File: src/rtl/lcdbw_pkg.sv
// ---------------------------------------------------------------------------
// lcdbw_pkg
// shared types and constants for the character lcd bus writer
// ---------------------------------------------------------------------------
package lcdbw_pkg;

  // input operation codes
  localparam logic [1:0] MODE_CMD    = 2'd0;
  localparam logic [1:0] MODE_DATA   = 2'd1;
  localparam logic [1:0] MODE_SINGLE = 2'd2;
  localparam logic [1:0] MODE_INIT   = 2'd3;

  // configuration register indexes
  localparam logic [2:0] CFG_BUS_EIGHT_BIT    = 3'd0;
  localparam logic [2:0] CFG_TWO_LINE         = 3'd1;
  localparam logic [2:0] CFG_FONT_TALL        = 3'd2;
  localparam logic [2:0] CFG_CURSOR_INCREMENT = 3'd3;
  localparam logic [2:0] CFG_SHIFT_DISPLAY    = 3'd4;
  localparam logic [2:0] CFG_SHOW_CURSOR      = 3'd5;
  localparam logic [2:0] CFG_CURSOR_BLINK     = 3'd6;

  // command bytes used by the init run
  localparam logic [7:0] LCD_RESET_BYTE = 8'h30;
  localparam logic [7:0] LCD_FSET_BASE  = 8'h20;
  localparam logic [7:0] LCD_ENTRY_BASE = 8'h04;
  localparam logic [7:0] LCD_DISP_BASE  = 8'h0C;
  localparam logic [7:0] LCD_CLEAR      = 8'h01;

  // extra hold after particular strobes
  localparam logic [2:0] WAIT_RST0  = 3'd5;
  localparam logic [2:0] WAIT_RST   = 3'd1;
  localparam logic [2:0] WAIT_CLEAR = 3'd3;

  // strobe phases: setup, enable high, enable low
  localparam logic [1:0] PH_SETUP = 2'd0;
  localparam logic [1:0] PH_HIGH  = 2'd1;
  localparam logic [1:0] PH_LOW   = 2'd2;

  typedef enum logic [3:0] {
    S_IDLE,
    S_RST0,
    S_RST1,
    S_RST2,
    S_NIB,
    S_FSET,
    S_ENTRY,
    S_DISP,
    S_CLEAR,
    S_BYTE,
    S_SINGLE
  } seq_state_t;

  typedef struct packed {
    logic [1:0] mode;
    logic [7:0] value;
    logic [2:0] post_wait;
  } lcd_in_t;

  typedef struct packed {
    logic       pin_enable;
    logic       pin_select;
    logic [7:0] bus_value;
    logic [3:0] hold_units;
    logic       last;
  } lcd_out_t;

  // controller to datapath
  typedef struct packed {
    logic       load;
    logic       emit;
    seq_state_t step;
    logic [1:0] phase;
    logic       lo_nibble;
    logic       strobe_final;
    logic       last;
  } lcd_cmd_t;

  // datapath to controller
  typedef struct packed {
    logic slot_free;
    logic eight_bit;
  } lcd_sts_t;

endpackage

File: src/rtl/char_lcd_bus_writer_core.sv
// ---------------------------------------------------------------------------
// char_lcd_bus_writer_core
// character lcd bus writer, 4-bit or 8-bit parallel bus
// ---------------------------------------------------------------------------
// usage
//   in channel (in_valid/in_ready/in_word): one word per bus operation,
//   command byte, data byte, single-strobe command or the full init run
//   out channel (out_valid/out_ready/out_word): one pin state per word
//   (E, RS, DB7..DB0, hold in wait units), last marks the end of a run
//   cfg port: cfg_write/cfg_index/cfg_data, write only while idle
// timing
//   a strobe is three pin states; the sequencer builds one state per cycle,
//   while the output register has room, into that register, so the first
//   state shows once the run has started and that register has loaded it
//   a byte op is longer on a 4-bit bus than on an 8-bit bus, as is init;
//   each run also spends its intake step before its first state
//   in_ready is high only while the sequencer has no run in progress; the
//   last state of a run may still sit in the output register
// reset
//   config returns to 4-bit bus, two lines, cursor increment; the
//   sequencer goes idle and the output register empties
// stall
//   a low out_ready with a full output register freezes the sequencer; nothing is dropped
// ---------------------------------------------------------------------------
module char_lcd_bus_writer_core (
  input  logic                clk,
  input  logic                rst,
  input  logic                in_valid,
  output logic                in_ready,
  input  lcdbw_pkg::lcd_in_t  in_word,
  output logic                out_valid,
  input  logic                out_ready,
  output lcdbw_pkg::lcd_out_t out_word,
  input  logic                cfg_write,
  input  logic [2:0]          cfg_index,
  input  logic                cfg_data
);
  import lcdbw_pkg::*;

  lcd_cmd_t cmd;
  lcd_sts_t sts;
  logic     idle;
  logic     start;

  // a new word is taken only between runs
  assign in_ready = idle;
  assign start    = in_valid && idle;

  // sequencer: which strobe, which phase, which nibble
  lcdbw_ctrl u_ctrl (
    .clk        (clk),
    .rst        (rst),
    .start      (start),
    .start_mode (in_word.mode),
    .sts        (sts),
    .cmd        (cmd),
    .idle       (idle)
  );

  // config, item hold, pin state build, output register
  lcdbw_datapath u_dp (
    .clk       (clk),
    .rst       (rst),
    .cfg_write (cfg_write),
    .cfg_index (cfg_index),
    .cfg_data  (cfg_data),
    .in_word   (in_word),
    .cmd       (cmd),
    .sts       (sts),
    .out_valid (out_valid),
    .out_ready (out_ready),
    .out_word  (out_word)
  );

  // a taken word starts a run, so intake closes the next cycle
  a_intake_closes: assert property (@(posedge clk) disable iff (rst)
    in_valid && in_ready |=> !in_ready)
    else $error("intake still open after word taken");

  // enable high phase is never stretched
  a_enable_hold: assert property (@(posedge clk) disable iff (rst)
    out_valid && out_word.pin_enable |-> out_word.hold_units == 4'd1)
    else $error("enable pulse held more than one unit");

  // hold stays within one to eight units
  a_hold_range: assert property (@(posedge clk) disable iff (rst)
    out_valid |-> (out_word.hold_units != 4'd0) && (out_word.hold_units <= 4'd8))
    else $error("hold units out of range");

  // a run ends on an enable-low state
  a_last_low: assert property (@(posedge clk) disable iff (rst)
    out_valid && out_word.last |-> !out_word.pin_enable)
    else $error("run ended with enable high");

endmodule

File: src/rtl/lcdbw_ctrl.sv
// ---------------------------------------------------------------------------
// lcdbw_ctrl
// sequencer: walks the strobes of one run, three pin states per strobe
// ---------------------------------------------------------------------------
module lcdbw_ctrl (
  input  logic                clk,
  input  logic                rst,
  input  logic                start,
  input  logic [1:0]          start_mode,
  input  lcdbw_pkg::lcd_sts_t sts,
  output lcdbw_pkg::lcd_cmd_t cmd,
  output logic                idle
);
  import lcdbw_pkg::*;

  seq_state_t state, state_next;
  logic [1:0] phase, phase_next;
  logic       lo_nibble, lo_nibble_next;
  logic       emit;
  logic       byte_step;
  logic       strobe_final;
  logic       strobe_done;

  assign emit      = (state != S_IDLE) && sts.slot_free;
  assign byte_step = (state == S_FSET) || (state == S_ENTRY) || (state == S_DISP) ||
                     (state == S_CLEAR) || (state == S_BYTE);
  // a byte strobe ends its byte in 8-bit mode or on the low nibble
  assign strobe_final = byte_step ? (sts.eight_bit || lo_nibble) : 1'b1;
  assign strobe_done  = emit && (phase == PH_LOW) && strobe_final;

  always_ff @(posedge clk) begin
    if (rst) begin
      state     <= S_IDLE;
      phase     <= PH_SETUP;
      lo_nibble <= 1'b0;
    end else begin
      state     <= state_next;
      phase     <= phase_next;
      lo_nibble <= lo_nibble_next;
    end
  end

  // next state
  always_comb begin
    state_next = state;
    unique case (state)
      S_IDLE: begin
        if (start) begin
          unique case (start_mode)
            MODE_INIT:   state_next = S_RST0;
            MODE_SINGLE: state_next = S_SINGLE;
            MODE_CMD,
            MODE_DATA:   state_next = S_BYTE;
            default:     state_next = S_BYTE;
          endcase
        end
      end
      S_RST0:   if (strobe_done) state_next = S_RST1;
      S_RST1:   if (strobe_done) state_next = S_RST2;
      S_RST2:   if (strobe_done) state_next = sts.eight_bit ? S_FSET : S_NIB;
      S_NIB:    if (strobe_done) state_next = S_FSET;
      S_FSET:   if (strobe_done) state_next = S_ENTRY;
      S_ENTRY:  if (strobe_done) state_next = S_DISP;
      S_DISP:   if (strobe_done) state_next = S_CLEAR;
      S_CLEAR,
      S_BYTE,
      S_SINGLE: if (strobe_done) state_next = S_IDLE;
      default:  state_next = S_IDLE;
    endcase
  end

  // phase and nibble counters
  always_comb begin
    phase_next     = phase;
    lo_nibble_next = lo_nibble;
    if (start) begin
      phase_next     = PH_SETUP;
      lo_nibble_next = 1'b0;
    end else if (emit) begin
      if (phase == PH_LOW) begin
        phase_next     = PH_SETUP;
        lo_nibble_next = !strobe_final;
      end else begin
        phase_next = phase + 2'd1;
      end
    end
  end

  // outputs
  always_comb begin
    idle             = (state == S_IDLE);
    cmd.load         = start;
    cmd.emit         = emit;
    cmd.step         = state;
    cmd.phase        = phase;
    cmd.lo_nibble    = lo_nibble;
    cmd.strobe_final = strobe_final;
    cmd.last         = strobe_final && (phase == PH_LOW) &&
                       ((state == S_CLEAR) || (state == S_BYTE) || (state == S_SINGLE));
  end

endmodule

File: src/rtl/lcdbw_datapath.sv
// ---------------------------------------------------------------------------
// lcdbw_datapath
// config registers, item register, pin state builder and output register
// ---------------------------------------------------------------------------
module lcdbw_datapath (
  input  logic                clk,
  input  logic                rst,
  input  logic                cfg_write,
  input  logic [2:0]          cfg_index,
  input  logic                cfg_data,
  input  lcdbw_pkg::lcd_in_t  in_word,
  input  lcdbw_pkg::lcd_cmd_t cmd,
  output lcdbw_pkg::lcd_sts_t sts,
  output logic                out_valid,
  input  logic                out_ready,
  output lcdbw_pkg::lcd_out_t out_word
);
  import lcdbw_pkg::*;

  logic    bus_eight_bit, two_line, font_tall, cursor_increment;
  logic    shift_display, show_cursor, cursor_blink;
  lcd_in_t item;
  logic [7:0] step_byte;
  logic [7:0] bus;
  logic [2:0] extra;
  logic [3:0] hold;
  logic       byte_step;
  lcd_out_t   word_next;

  always_ff @(posedge clk) begin
    if (rst) begin
      bus_eight_bit    <= 1'b0;
      two_line         <= 1'b1;
      font_tall        <= 1'b0;
      cursor_increment <= 1'b1;
      shift_display    <= 1'b0;
      show_cursor      <= 1'b0;
      cursor_blink     <= 1'b0;
    end else if (cfg_write) begin
      unique case (cfg_index)
        CFG_BUS_EIGHT_BIT:    bus_eight_bit    <= cfg_data;
        CFG_TWO_LINE:         two_line         <= cfg_data;
        CFG_FONT_TALL:        font_tall        <= cfg_data;
        CFG_CURSOR_INCREMENT: cursor_increment <= cfg_data;
        CFG_SHIFT_DISPLAY:    shift_display    <= cfg_data;
        CFG_SHOW_CURSOR:      show_cursor      <= cfg_data;
        CFG_CURSOR_BLINK:     cursor_blink     <= cfg_data;
        default: ;
      endcase
    end
  end

  always_ff @(posedge clk) begin
    if (cmd.load) item <= in_word;
  end

  // byte carried by the current step
  always_comb begin
    byte_step = 1'b0;
    extra     = 3'd0;
    unique case (cmd.step)
      S_RST0: begin
        step_byte = LCD_RESET_BYTE;
        extra     = WAIT_RST0;
      end
      S_RST1, S_RST2: begin
        step_byte = LCD_RESET_BYTE;
        extra     = WAIT_RST;
      end
      S_NIB: step_byte = LCD_FSET_BASE;
      S_FSET: begin
        step_byte = LCD_FSET_BASE | {3'b000, bus_eight_bit, two_line, font_tall, 2'b00};
        byte_step = 1'b1;
      end
      S_ENTRY: begin
        step_byte = LCD_ENTRY_BASE | {6'b000000, cursor_increment, shift_display};
        byte_step = 1'b1;
      end
      S_DISP: begin
        step_byte = LCD_DISP_BASE | {6'b000000, show_cursor, cursor_blink};
        byte_step = 1'b1;
      end
      S_CLEAR: begin
        step_byte = LCD_CLEAR;
        extra     = WAIT_CLEAR;
        byte_step = 1'b1;
      end
      S_BYTE: begin
        step_byte = item.value;
        extra     = item.post_wait;
        byte_step = 1'b1;
      end
      S_SINGLE: begin
        step_byte = bus_eight_bit ? item.value : {item.value[3:0], 4'b0000};
        extra     = item.post_wait;
      end
      default: step_byte = 8'h00;
    endcase
  end

  always_comb begin
    if (byte_step && !bus_eight_bit) begin
      bus = cmd.lo_nibble ? {step_byte[3:0], 4'b0000} : {step_byte[7:4], 4'b0000};
    end else begin
      bus = step_byte;
    end
    hold = 4'd1;
    if ((cmd.phase == PH_LOW) && cmd.strobe_final) hold = 4'd1 + {1'b0, extra};
    word_next.pin_enable = (cmd.phase == PH_HIGH);
    word_next.pin_select = (cmd.step == S_BYTE) && (item.mode == MODE_DATA);
    word_next.bus_value  = bus;
    word_next.hold_units = hold;
    word_next.last       = cmd.last;
  end

  always_ff @(posedge clk) begin
    if (rst) begin
      out_valid <= 1'b0;
    end else if (cmd.emit) begin
      out_valid <= 1'b1;
    end else if (out_ready) begin
      out_valid <= 1'b0;
    end
  end

  always_ff @(posedge clk) begin
    if (cmd.emit) out_word <= word_next;
  end

  assign sts.slot_free = !out_valid || out_ready;
  assign sts.eight_bit = bus_eight_bit;

endmodule

File: config.mk
export PLATFORM = sky130hd
export DESIGN_NAME = char_lcd_bus_writer_core
export DESIGN_NICKNAME = d
export VERILOG_FILES = /design/src/rtl/lcdbw_pkg.sv /design/src/rtl/char_lcd_bus_writer_core.sv /design/src/rtl/lcdbw_ctrl.sv /design/src/rtl/lcdbw_datapath.sv
export SDC_FILE = /design/constraint.sdc
export NUM_CORES = 1
export LEC_CHECK = 0
export ABC_AREA = 1
export BUFFER_PORTS_ARGS = -buffer_cell sky130_fd_sc_hd__buf_4
export CAP_MARGIN = 20
export CORE_ASPECT_RATIO = 1.1
export CORE_MARGIN = 4
export CORE_UTILIZATION = 25
export CTS_BUF_LIST = sky130_fd_sc_hd__clkbuf_2
export CTS_CLUSTER_SIZE = 24
export DETAILED_ROUTE_END_ITERATION = 16
export GPL_TIMING_DRIVEN = 0
export PLACE_DENSITY = 0.52
export RECOVER_POWER = 50
export SKIP_LAST_GASP = 1
export SLEW_MARGIN = 20
export SYNTH_ARGS = -nofsm -noshare
export SYNTH_HDL_FRONTEND = slang
export SYNTH_SLANG_ARGS = --single-unit
File: constraint.sdc
create_clock -name clk -period 1.9 [get_ports clk]
set_input_delay 0 -clock clk [delete_from_list [all_inputs] [get_ports clk]]
set_output_delay 0 -clock clk [all_outputs]
set_load 0.005 [all_outputs]
==> qor.csv, run 1 <==
stage,metric,value,unit
placement,hpwl,3560,um
clocking,cts_buffer_depth,2,
clocking,cts_tree,yes,
setup_path,reg2reg_from,u_ctrl.state[3],
floorplanning,core,0.00832,mm2
grt,antenna_found_initial,0,
detailed_routing,routedWlPerCell,10.6,um
sta,hold_viol_final,0,
sta,fmax,563,MHz
synthesis,avgSynthCellArea,8.75,um2
placement,finalWeightedCongestion,0.807,
clocking,postCtsSetupBuffers,0,
sta,slew_viol_final,0,
grt,overflow,0,
synthesis,ys_types,31,
setup_path,crit_path_start_kind,flop,
grt,grt_pass1_vias,1727,
finish,fin_nets,336,
sta,slew_headroom,0.515,
finish,drive_above_1_share,0.232,
floorplanning,die_width,95.9,um
detailed_routing,wirelength,4510,um
grt,grt_pass1_wl,7730,um
floorplanning,dieArea,0.0100,mm2
finish,area_growth,33.8,%
synthesis,synth_compound_area_frac,0.128,
setup_path,ff2ff_path_depth,3,
sta,setup_viol,0,
synthesis,synth-simple-area-share,0.267,
synthesis,syn_inst,243,
finish,diodes,0,
detailed_routing,drtIter0Drc,113,
finish,final_cell_mix,"52 x nand2_1, 35 x nor2_1, 29 x inv_1, 28 x clkbuf_4, 28 x edfxtp_1",
worst_hold_path,hold_class,in -> reg,
grt,grt_usage,0.0980,
floorplanning,ios,39,
power_and_ir_drop,peakVddDrop,0.000290,V
setup_path,reg2reg_to,u_dp.item[7],
synthesis,synth_top_family_by_area,simple AND/OR/NAND/NOR gates,
clocking,numCtsBuffers,5,
run_status,status,completed,
detailed_routing,dr.pass1.iters,4,
floorplanning,rows,35,
sta,rsz0062_at_grt,yes,
setup_path,crit_required,1.97,ns
synthesis,synthesis.area,0.00213,mm2
power_and_ir_drop,power.total,3.69,mW
clocking,path_clk_slew,0.21,ns
synthesis,synthArstFlopShare,0,
setup_path,critPathLaunch,u_ctrl.state[3],
power_and_ir_drop,p_per_area,1300,mW/mm2
detailed_routing,vias,1762,
sta,clock_skew,0.0205,ns
floorplanning,die_y,105,um
clocking,clk-insertion-delay-late,0.41,ns
synthesis,synth_xor_area_frac,0,
floorplanning,start_util,0.256,
placement,dpl.cell_count,392,
synthesis,yosys_warnings,0,
placement,io_buffers,38,
synthesis,ys_ff_latch,43,
finish,layout.cells.most_common,nand2_1,
run,cap_violations,0,
sta,fin_crit_sh,0.935,
setup_path,crit_path_end,u_dp.item[7],
detailed_routing,drc,0,
synthesis,syn-num-nets,266,
clocking,cts.sinks,43,
setup_path,criticalPathCategory,reg -> reg,
setup_path,arrival,1.85,ns
detailed_routing,vias_per_cell,4.15,
sta,min_period,1.78,ns
finish,nFillCells,913,
synthesis,ys.flop_type,edfxtp_1,
synthesis,synth_fa_ha_area_frac,0.00588,
power_and_ir_drop,p_leak,1.25,nW
clocking,h-tree-depth,2,
setup_path,setup.worst_path.end_class,flop,
setup_path,r2r_setup_slack,0.12,ns
detailed_routing,ant_nets,0,
grt,grt_max_degree,16,
synthesis,synth_edf_count,28,
synthesis,synth_mux_area_frac,0,
synthesis,ys_seq_area_frac,0.536,
finish,fin_cells,425,
clocking,cts-root-buf,clkbuf_2,
setup_path,crit_fanout,13,
sta,worstMarginPinSlew,0.726,ns
-- stage by stage --
| step | area, um2 | utilization | TNS, ns | setup WS, ns | hold slack (ns) |
|---|---|---|---|---|---|
| 2_1_floorplan | 2130 | - | 0 | 0.262 | 0.0691 |
| 4_1_cts | 2880 | 0.346 | 0 | 0.0684 | 0.00377 |
| 3_3_place_gp | 2550 | 0.307 | -2.76 | -0.213 | 0.179 |
| 6_report | 2850 | 0.342 | 0 | 0.123 | 0.0120 |
| 3_5_place_dp | 2550 | 0.307 | 0 | 0.117 | 0.180 |
| 5_1_grt | 2850 | 0.342 | -0.0139 | -0.0139 | 0.0250 |
-- worst min path at each step --
stage | startpoint | slack [ns] | cells past startpoint | endpoint
6_report | in_valid | 0.01 | 6 | u_ctrl.state[0]
5_1_grt | in_valid | 0.02 | 6 | u_ctrl.state[1]
4_1_cts | in_valid | 0.004 | 5 | u_ctrl.state[2]
3_5_place_dp | in_word[7] | 0.18 | 1 | u_dp.item[7]
3_3_place_gp | in_word[1] | 0.18 | 1 | u_dp.item[1]
2_1_floorplan | rst | 0.07 | 1 | u_ctrl.state[3]
-- cell usage after synthesis, types with 2 or more instances --
master / n / area, um2
a311oi_1: 3 / 26.3
o21ai_0: 12 / 60.1
dfxtp_1: 15 / 300
nor2_2: 3 / 18.8
a21oi_2: 2 / 17.5
nand2_1: 53 / 199
a211oi_1: 2 / 15.0
nand2_2: 5 / 31.3
o21ai_1: 2 / 10.0
edfxtp_1: 28 / 841
nor2_1: 35 / 131
a21oi_1: 16 / 80.1
inv_2: 5 / 18.8
inv_1: 29 / 109
nand3_2: 2 / 20.0
nand2_4: 6 / 67.6
o21a_1: 2 / 15.0
nand3_1: 10 / 50.1
-- critical path: stages, from the launching register on --
cell     delay [ns]
dfxtp_1        0.42
nor2_1         0.25
nand2_2        0.17
nor2_2         0.59
-- what timing repair did --
action / in CTS / in global routing
hold buffers: 26 / 0
endpoints found under the hold margin: 25 / 0
resized for setup: 0 / 4
setup endpoints to repair: 0 / 4
-- kinds of logic after synthesis --
group,after synthesis
and+or+nand+nor,119
AOI/OAI and AO/OA,45
DFF,43
buffers and inverters,35
adders and majority gates,1
-- final cells by class --
| cell class | instances | area (um2) | area share |
|---|---|---|---|
| clock buffer | 5 | 25.0 | 0.00879 |
| timing repair buffer | 63 | 520 | 0.183 |
| inverter | 34 | 128 | 0.0448 |
| sequential | 43 | 1140 | 0.402 |
| tap | 111 | 139 | 0.0488 |
| multi-input combinational | 165 | 842 | 0.296 |
| clock inverter | 3 | 43.8 | 0.0154 |
| buffer | 1 | 5.00 | 0.00176 |
-- registers in the layout, indices dropped and copies added (netlist names) --
signal,cells
u_dp.out_word,15
u_dp.two_line,1
u_dp.bus_eight_bit,1
u_dp.font_tall,1
u_ctrl.state,4
u_dp.cursor_increment,1
u_dp.out_valid,1
u_dp.cursor_blink,1
u_dp.shift_display,1
u_dp.show_cursor,1
u_dp.item,13
u_ctrl.phase,2
u_ctrl.lo_nibble,1
-- power breakdown --
part	total, mW	switching, mW	internal (mW)
logic	1.62	0.984	0.634
clock network	0.526	0.303	0.223
registers	1.55	0.147	1.40
-- layer usage --
layer  share of wire  GRT usage
met3           0.047     0.0194
met4           0.029     0.0478
met1            0.44      0.115
met5               0          0
met2            0.48      0.166
Power figures use the tool's default switching activity.
==> inputs of run 2 (changes only) <==
--- a/config.mk
+++ b/config.mk
@@ -8,6 +8,8 @@
 export ABC_AREA = 1
 export BUFFER_PORTS_ARGS = -buffer_cell sky130_fd_sc_hd__buf_4
 export CAP_MARGIN = 20
+export CELL_PAD_IN_SITES_DETAIL_PLACEMENT = 0
+export CELL_PAD_IN_SITES_GLOBAL_PLACEMENT = 2
 export CORE_ASPECT_RATIO = 1.1
 export CORE_MARGIN = 4
 export CORE_UTILIZATION = 25
@@ -15,7 +17,7 @@
 export CTS_CLUSTER_SIZE = 24
 export DETAILED_ROUTE_END_ITERATION = 16
 export GPL_TIMING_DRIVEN = 0
-export PLACE_DENSITY = 0.52
+export PLACE_DENSITY = 0.73
 export RECOVER_POWER = 50
 export SKIP_LAST_GASP = 1
 export SLEW_MARGIN = 20
==> run 2 against run 1 <==
Compared with the run above:
- fmax down 3.8%
- via count up 0.40%
- power up 0.71%
- clock power down 2%
- largest cell class unchanged
- register-to-register slack better by 0.08 ns
- flip-flop and latch count unchanged
- critical path depth up 5
- highest routed layer unchanged
- critical endpoint is now u_dp.show_cursor
- final cell count unchanged
- utilization unchanged
- sequential power about the same
- first-iteration DRC count down 35%
==> qor.csv, run 2 (same netlist as run 1, synthesis figures left out) <==
stage,metric,value,unit,change
clocking,cts.sinks,43,,unchanged
sta,rsz0062_at_grt,no,,
sta,hold_viol_final,0,,unchanged
setup_path,criticalPathCategory,in -> reg,,
grt,overflow,0,,unchanged
setup_path,cp_cell_sequence,dlygate4sd3_1 > clkbuf_1 > inv_1 > nand2_1 > inv_1 > dlygate4sd3_1 > a311oi_1 > dlygate4sd3_1,,
grt,grt_pass1_wl,8220,um,+6.3%
sta,slew_headroom,0.641,,+0.126
detailed_routing,dr.pass1.iters,4,,unchanged
power_and_ir_drop,p_leak,1.26,nW,+1.1%
placement,placed_cell_area,0.00255,mm2,unchanged
worst_hold_path,hold_class,in -> reg,,
finish,reg_top3,"u_dp.out_word: 15 flops, u_dp.item: 13 flops, u_ctrl.state: 4 flops",,
power_and_ir_drop,power.total,3.72,mW,+0.71%
power_and_ir_drop,peakVddDrop,0.000351,V,+21%
finish,stdcell_area,0.00285,mm2,unchanged
placement,hpwl,3740,um,+5.0%
floorplanning,die_y,105,um,unchanged
detailed_routing,ant_nets,0,,unchanged
clocking,clk-insertion-delay-late,0.41,ns,about the same
sta,clock_skew,0.0219,ns,+0.00133 ns
finish,diodes,0,,unchanged
setup_path,crit_fanout,3,,-10
finish,largest-register,u_dp.out_word,,
finish,layout.cells.most_common,nand2_1,,
floorplanning,rows,35,,unchanged
sta,slew_viol_final,0,,unchanged
detailed_routing,drc,0,,unchanged
grt,grt_pass1_vias,1682,,-2.6%
setup_path,crit_top_cell,dlygate4sd3_1,,
clocking,numCtsBuffers,5,,unchanged
detailed_routing,vias,1769,,+0.40%
detailed_routing,wirelength,4890,um,+8.3%
sta,min_period,1.85,ns,+0.0703 ns
clocking,cts_buffer_depth,2,,unchanged
sta,worstMarginPinSlew,0.538,ns,-0.188 ns
clocking,cts-root-buf,clkbuf_2,,
worst_hold_path,whs_path_depth,6,,unchanged
detailed_routing,vias_per_cell,4.16,,+0.40%
floorplanning,dieArea,0.0100,mm2,unchanged
detailed_routing,drtIter0Drc,74,,-35%
finish,fin_nets,336,,unchanged
finish,final_cell_mix,"54 x nand2_1, 35 x nor2_1, 29 x inv_1, 29 x clkbuf_4, 28 x edfxtp_1",,
setup_path,crit_required,2.27,ns,+0.30 ns
grt,grt_usage,0.105,,+0.00650
sta,setup_tns,0,ns,unchanged
grt,grt_max_degree,16,,unchanged
setup_path,ff2ff_path_depth,9,,+6
sta,fin_crit_sh,0.972,,+0.0370
sta,setup_viol,0,,unchanged
detailed_routing,routedWlPerCell,11.5,um,+8.3%
floorplanning,core,0.00832,mm2,unchanged
setup_path,cp_slowest_cell,dlygate4sd3_1,,
clocking,cts_tree,yes,,
clocking,path_clk_slew,0.23,ns,+0.02 ns
floorplanning,ios,39,,unchanged
setup_path,slowest_delay,0.57,ns,-0.02 ns
placement,finalWeightedCongestion,0.777,,-3.7%
floorplanning,start_util,0.256,,unchanged
floorplanning,die_width,95.9,um,unchanged
finish,largest_reg_flops,15,,unchanged
setup_path,arrival,2.22,ns,+0.37 ns
clocking,h-tree-depth,2,,unchanged
power_and_ir_drop,p_per_area,1310,mW/mm2,+0.71%
run,cap_violations,0,,unchanged
placement,io_buffers,38,,unchanged
run_status,status,completed,,
sta,holdWs,0.0342,ns,+0.0222 ns
finish,area_growth,33.8,%,unchanged
setup_path,setup.worst_path.end_class,flop,,
grt,antenna_found_initial,0,,unchanged
setup_path,crit_path_start_kind,primary input,,
sta,fmax,541,MHz,-3.8%
finish,drive_above_1_share,0.223,,-0.00955
run 2: area by class of cell:
cell class                 count  area, um2
timing repair buffer          63        520
sequential                    43       1140
buffer                         1       5.00
fill                         920       5470
clock buffer                   5       25.0
multi-input combinational    165        846
clock inverter                 3       38.8
tap                          111        139
inverter                      34        128
run 2: stage by stage:
step                      cells   util  setup WS [ns]
after floorplan             243      -          0.262
after global placement      392  0.307         -0.293
after detailed placement    392  0.307         0.0768
after CTS                   425  0.345         0.0464
after global routing        425  0.342        0.00673
final                       425  0.342         0.0531
run 2: path summary, 6_finish.rpt:
kind / from / endpoint / slack [ns]
setup / recovery: cfg_index[1] / u_dp.show_cursor / 0.05
hold / removal: in_valid / u_ctrl.state[0] / 0.03
setup reg to reg: u_ctrl.state[1] / u_dp.out_word[3] / 0.20
hold reg to reg: u_dp.cursor_increment / u_dp.cursor_increment / 0.52
run 2: worst max-delay path: cells and delay by family:
family / cells / cell delay [ns]
AOI/OAI and AO/OA: 1 / 0.26
buffers and inverters: 6 / 1.89
and+or+nand+nor: 1 / 0.07
run 2: layer usage:
metal  routed length (um)  share of wire  GRT usage  vias to the layer above
li1                     -              -          -                      945
met1                 2260           0.46      0.131                      785
met2                 2390           0.49      0.177                       34
met3                  163          0.033     0.0194                        5
met4                   80          0.016     0.0366                        0
met5                    0              0          0                        -
run 2: repair_timing:
item	4_1_cts	5_1_grt
hold buffers	25	0
resized for setup	0	4
setup endpoints to repair	0	14
buffers inserted	0	0
hold endpoints to repair	25	0
run 2: power breakdown:
group          internal (mW)  switching [mW]  total (mW)
Sequential              1.40           0.148        1.55
Combinational          0.627            1.02        1.65
Clock                  0.216           0.301       0.517
==> inputs of run 3 (changes only) <==
--- a/config.mk
+++ b/config.mk
@@ -23,4 +23,5 @@
 export SLEW_MARGIN = 20
 export SYNTH_ARGS = -nofsm -noshare
 export SYNTH_HDL_FRONTEND = slang
+export SYNTH_HIERARCHICAL = 1
 export SYNTH_SLANG_ARGS = --single-unit
==> run 3 against run 2 <==
Compared with the run above:
- synthesized cell count up 22%
- register-to-register slack about the same
- wire length up 14%
- worst setup slack better by 0.080 ns
- final area up 9.0%
- non-clock buffer count up 8
- power down 3.7%
- clock skew down 0.0037 ns
- largest power group unchanged
- highest routed layer unchanged
==> qor.csv, run 3 <==
stage,metric,value,unit,change
setup_path,crit_required,2.26,ns,about the same
run,cap_violations,0,,unchanged
finish,seq_area,0.00115,mm2,+0.33%
placement,io_buffers,38,,unchanged
sta,worstMarginPinSlew,0.325,ns,-0.213 ns
detailed_routing,ant_nets,0,,unchanged
synthesis,syn_inst,296,,+22%
setup_path,slowest_delay,0.56,ns,about the same
detailed_routing,met3_length,221,um,+36%
power_and_ir_drop,p_leak,1.41,nW,+12%
synthesis,synthesis.area,0.00236,mm2,+11%
setup_path,cp_slowest_cell,dlygate4sd3_1,,
placement,dp_slack,0.0328,ns,-0.0440 ns
floorplanning,ios,39,,unchanged
sta,hold_viol_final,0,,unchanged
synthesis,avgSynthCellArea,7.98,um2,-8.8%
placement,hpwl,4160,um,+11%
detailed_routing,top_layer,met4,,
clocking,numCtsBuffers,5,,unchanged
clocking,cts_tree,yes,,
grt,grt_usage,0.108,,+0.00304
synthesis,syn-num-nets,319,,+20%
finish,area_growth,31.3,%,
synthesis,ys_seq_area_frac,0.483,,-0.0537
clocking,cts_buffer_depth,2,,unchanged
sta,setup_tns,0,ns,unchanged
worst_hold_path,min_from,in_word[3],,
clocking,cts-root-buf,clkbuf_2,,
grt,grt_pass1_wl,9410,um,+14%
detailed_routing,vias_per_cell,4.21,,+1.2%
synthesis,ys_types,28,,-9.7%
placement,dpl.cell_count,448,,+14%
setup_path,cp_cell_sequence,dlygate4sd3_1 > buf_4 > nor2_2 > dlygate4sd3_1 > nand3_1 > a21oi_1 > dlygate4sd3_1,,
finish,fin_cells,484,,+14%
setup_path,setup.worst_path.end_class,flop,,
detailed_routing,wl_met2,2650,um,+11%
sta,fin_ws,0.133,ns,+0.0795 ns
detailed_routing,dr.pass1.iters,4,,unchanged
detailed_routing,vias,2039,,+15%
power_and_ir_drop,p_per_area,1150,mW/mm2,-12%
finish,multi_input_area,995,um2,+18%
finish,stdcell_area,0.00310,mm2,+9.0%
setup_path,critPathLaunch,cfg_index[0],,
synthesis,synth_edf_count,28,,unchanged
clocking,h-tree-depth,2,,unchanged
floorplanning,die_width,101,um,+5.0%
clocking,cts.sinks,43,,unchanged
setup_path,arrival,2.13,ns,-0.09 ns
sta,slew_viol_final,0,,unchanged
sta,rsz0062_at_grt,yes,,
detailed_routing,drc,0,,unchanged
clocking,postCtsSetupBuffers,0,,unchanged
synthesis,synthArstFlopShare,0,,unchanged
floorplanning,start_util,0.261,,+0.00542
floorplanning,dieArea,0.0111,mm2,+10%
clocking,path_clk_slew,0.22,ns,about the same
finish,fin_nets,391,,+16%
grt,overflow,0,,unchanged
finish,nFillCells,955,,+3.8%
setup_path,reg2reg_from,u_ctrl/state[3],,
finish,layout.cells.most_common,nand2_1,,
run_status,status,completed,,
setup_path,crit_top_cell,dlygate4sd3_1,,
sta,clock_skew,0.0182,ns,-0.00371 ns
power_and_ir_drop,peakVddDrop,0.000254,V,-28%
placement,finalWeightedCongestion,0.764,,-1.6%
synthesis,yosysMostFrequentCell,nand2_1,,
finish,largest_reg_flops,15,,unchanged
synthesis,synthTopCellsByArea,"edfxtp_1 36%, nand2_1 13%, dfxtp_1 13%",,
worst_hold_path,hold_class,in -> reg,,
synthesis,synth_top_area_cell,edfxtp_1,,
setup_path,crit_path_start_kind,primary input,,
synthesis,synth_common_cells,"83 x nand2_1, 39 x inv_1, 29 x nand3_1, 28 x edfxtp_1, 23 x nor2_1",,
finish,drive_above_1_share,0.236,,+0.0128
setup_path,crit_fanout,4,,+1
detailed_routing,met1_length,2630,um,+17%
grt,grt_max_degree,17,,+1
grt,grt_pass1_vias,1972,,+17%
detailed_routing,routedWlPerCell,11.5,um,+0.25%
placement,placed_cell_area,0.00279,mm2,+9.3%
synthesis,yosys_warnings,6,,+6
synthesis,yosysTopAreaCellShare,0.356,,-0.0396
sta,slew_headroom,0.783,,+0.142
finish,largest-register,u_dp/out_word,,
detailed_routing,drtIter0Drc,140,,+89%
setup_path,criticalPathCategory,in -> reg,,
sta,fin_crit_sh,0.930,,-0.0418
floorplanning,die_y,110,um,+5.0%
detailed_routing,wirelength,5580,um,+14%
grt,antenna_found_initial,1,,+1
finish,reg_top3,"u_dp/out_word: 15 flops, u_dp/item: 13 flops, u_ctrl/state: 4 flops",,
synthesis,ys_ff_latch,43,,unchanged
finish,final_cell_mix,"83 x nand2_1, 39 x inv_1, 29 x nand3_1, 28 x edfxtp_1",,
floorplanning,core,0.00905,mm2,+8.8%
clocking,clk-insertion-delay-late,0.40,ns,about the same
sta,min_period,1.77,ns,-0.0795 ns
sta,fmax,566,MHz,+4.5%
floorplanning,rows,36,,+2.9%
sta,setup_viol,0,,unchanged
synthesis,ys.flop_type,edfxtp_1,,
run 3: layout make-up:
type / instances / area share
Antenna cell: 1 / 0.000806
Buffer: 7 / 0.0173
Clock buffer: 7 / 0.0113
Clock inverter: 1 / 0.00161
Inverter: 47 / 0.0569
Multi-Input combinational cell: 199 / 0.321
Sequential cell: 43 / 0.370
Tap cell: 114 / 0.0460
Timing Repair Buffer: 65 / 0.175
run 3: per-layer routing:
| metal | vias up | GRT usage |
|---|---|---|
| met5 | - | 0 |
| met4 | 0 | 0.0423 |
| met3 | 4 | 0.0170 |
| met2 | 35 | 0.177 |
| met1 | 910 | 0.141 |
| li1 | 1090 | - |
run 3: stage by stage:
stage | hold slack [ns] | utilization | power [mW]
6_report | 0.319 | 0.343 | 3.58
5_1_grt | 0.295 | 0.343 | 3.90
4_1_cts | 0.271 | 0.343 | 3.66
3_5_place_dp | 0.179 | 0.308 | 3.22
3_3_place_gp | 0.179 | 0.308 | 3.22
2_1_floorplan | 0.0691 | - | 2.64
run 3: path summary, 6_finish.rpt:
| path | endpoint | slack [ns] | depth (start not counted) |
|---|---|---|---|
| worst max-delay path | u_dp/cursor_blink | 0.13 | 7 |
| worst min-delay path | u_dp/item[3] | 0.32 | 2 |
| worst max register to register | u_dp/out_word[3] | 0.21 | 10 |
| worst min register to register | u_dp/shift_display | 0.47 | 2 |
run 3: cells by family after synthesis:
family / count (synthesis) / share of synthesized area
buffers and inverters: 54 / 0.0974
adders and majority gates: 1 / 0.00529
AOI/OAI and AO/OA: 35 / 0.0842
DFF: 43 / 0.483
and+or+nand+nor: 163 / 0.330
run 3: worst max-delay path, delay by kind of cell:
family	cells	cell delay, ns
buffers and inverters	4	1.79
AND/OR/NAND/NOR	2	0.20
AO/OA/AOI/OAI	1	0.14
run 3: timing repair:
| item | 4_1_cts | 5_1_grt |
|---|---|---|
| endpoints found under the setup margin | 0 | 8 |
| hold buffers | 27 | 0 |
| gates resized for setup | 0 | 6 |
| endpoints found under the hold margin | 28 | 0 |
run 3: power breakdown:
group	switching, mW	internal, mW	total, mW
Combinational	0.957	0.674	1.63
Sequential	0.187	1.37	1.56
Clock	0.290	0.101	0.390
Total	1.43	2.15	3.58
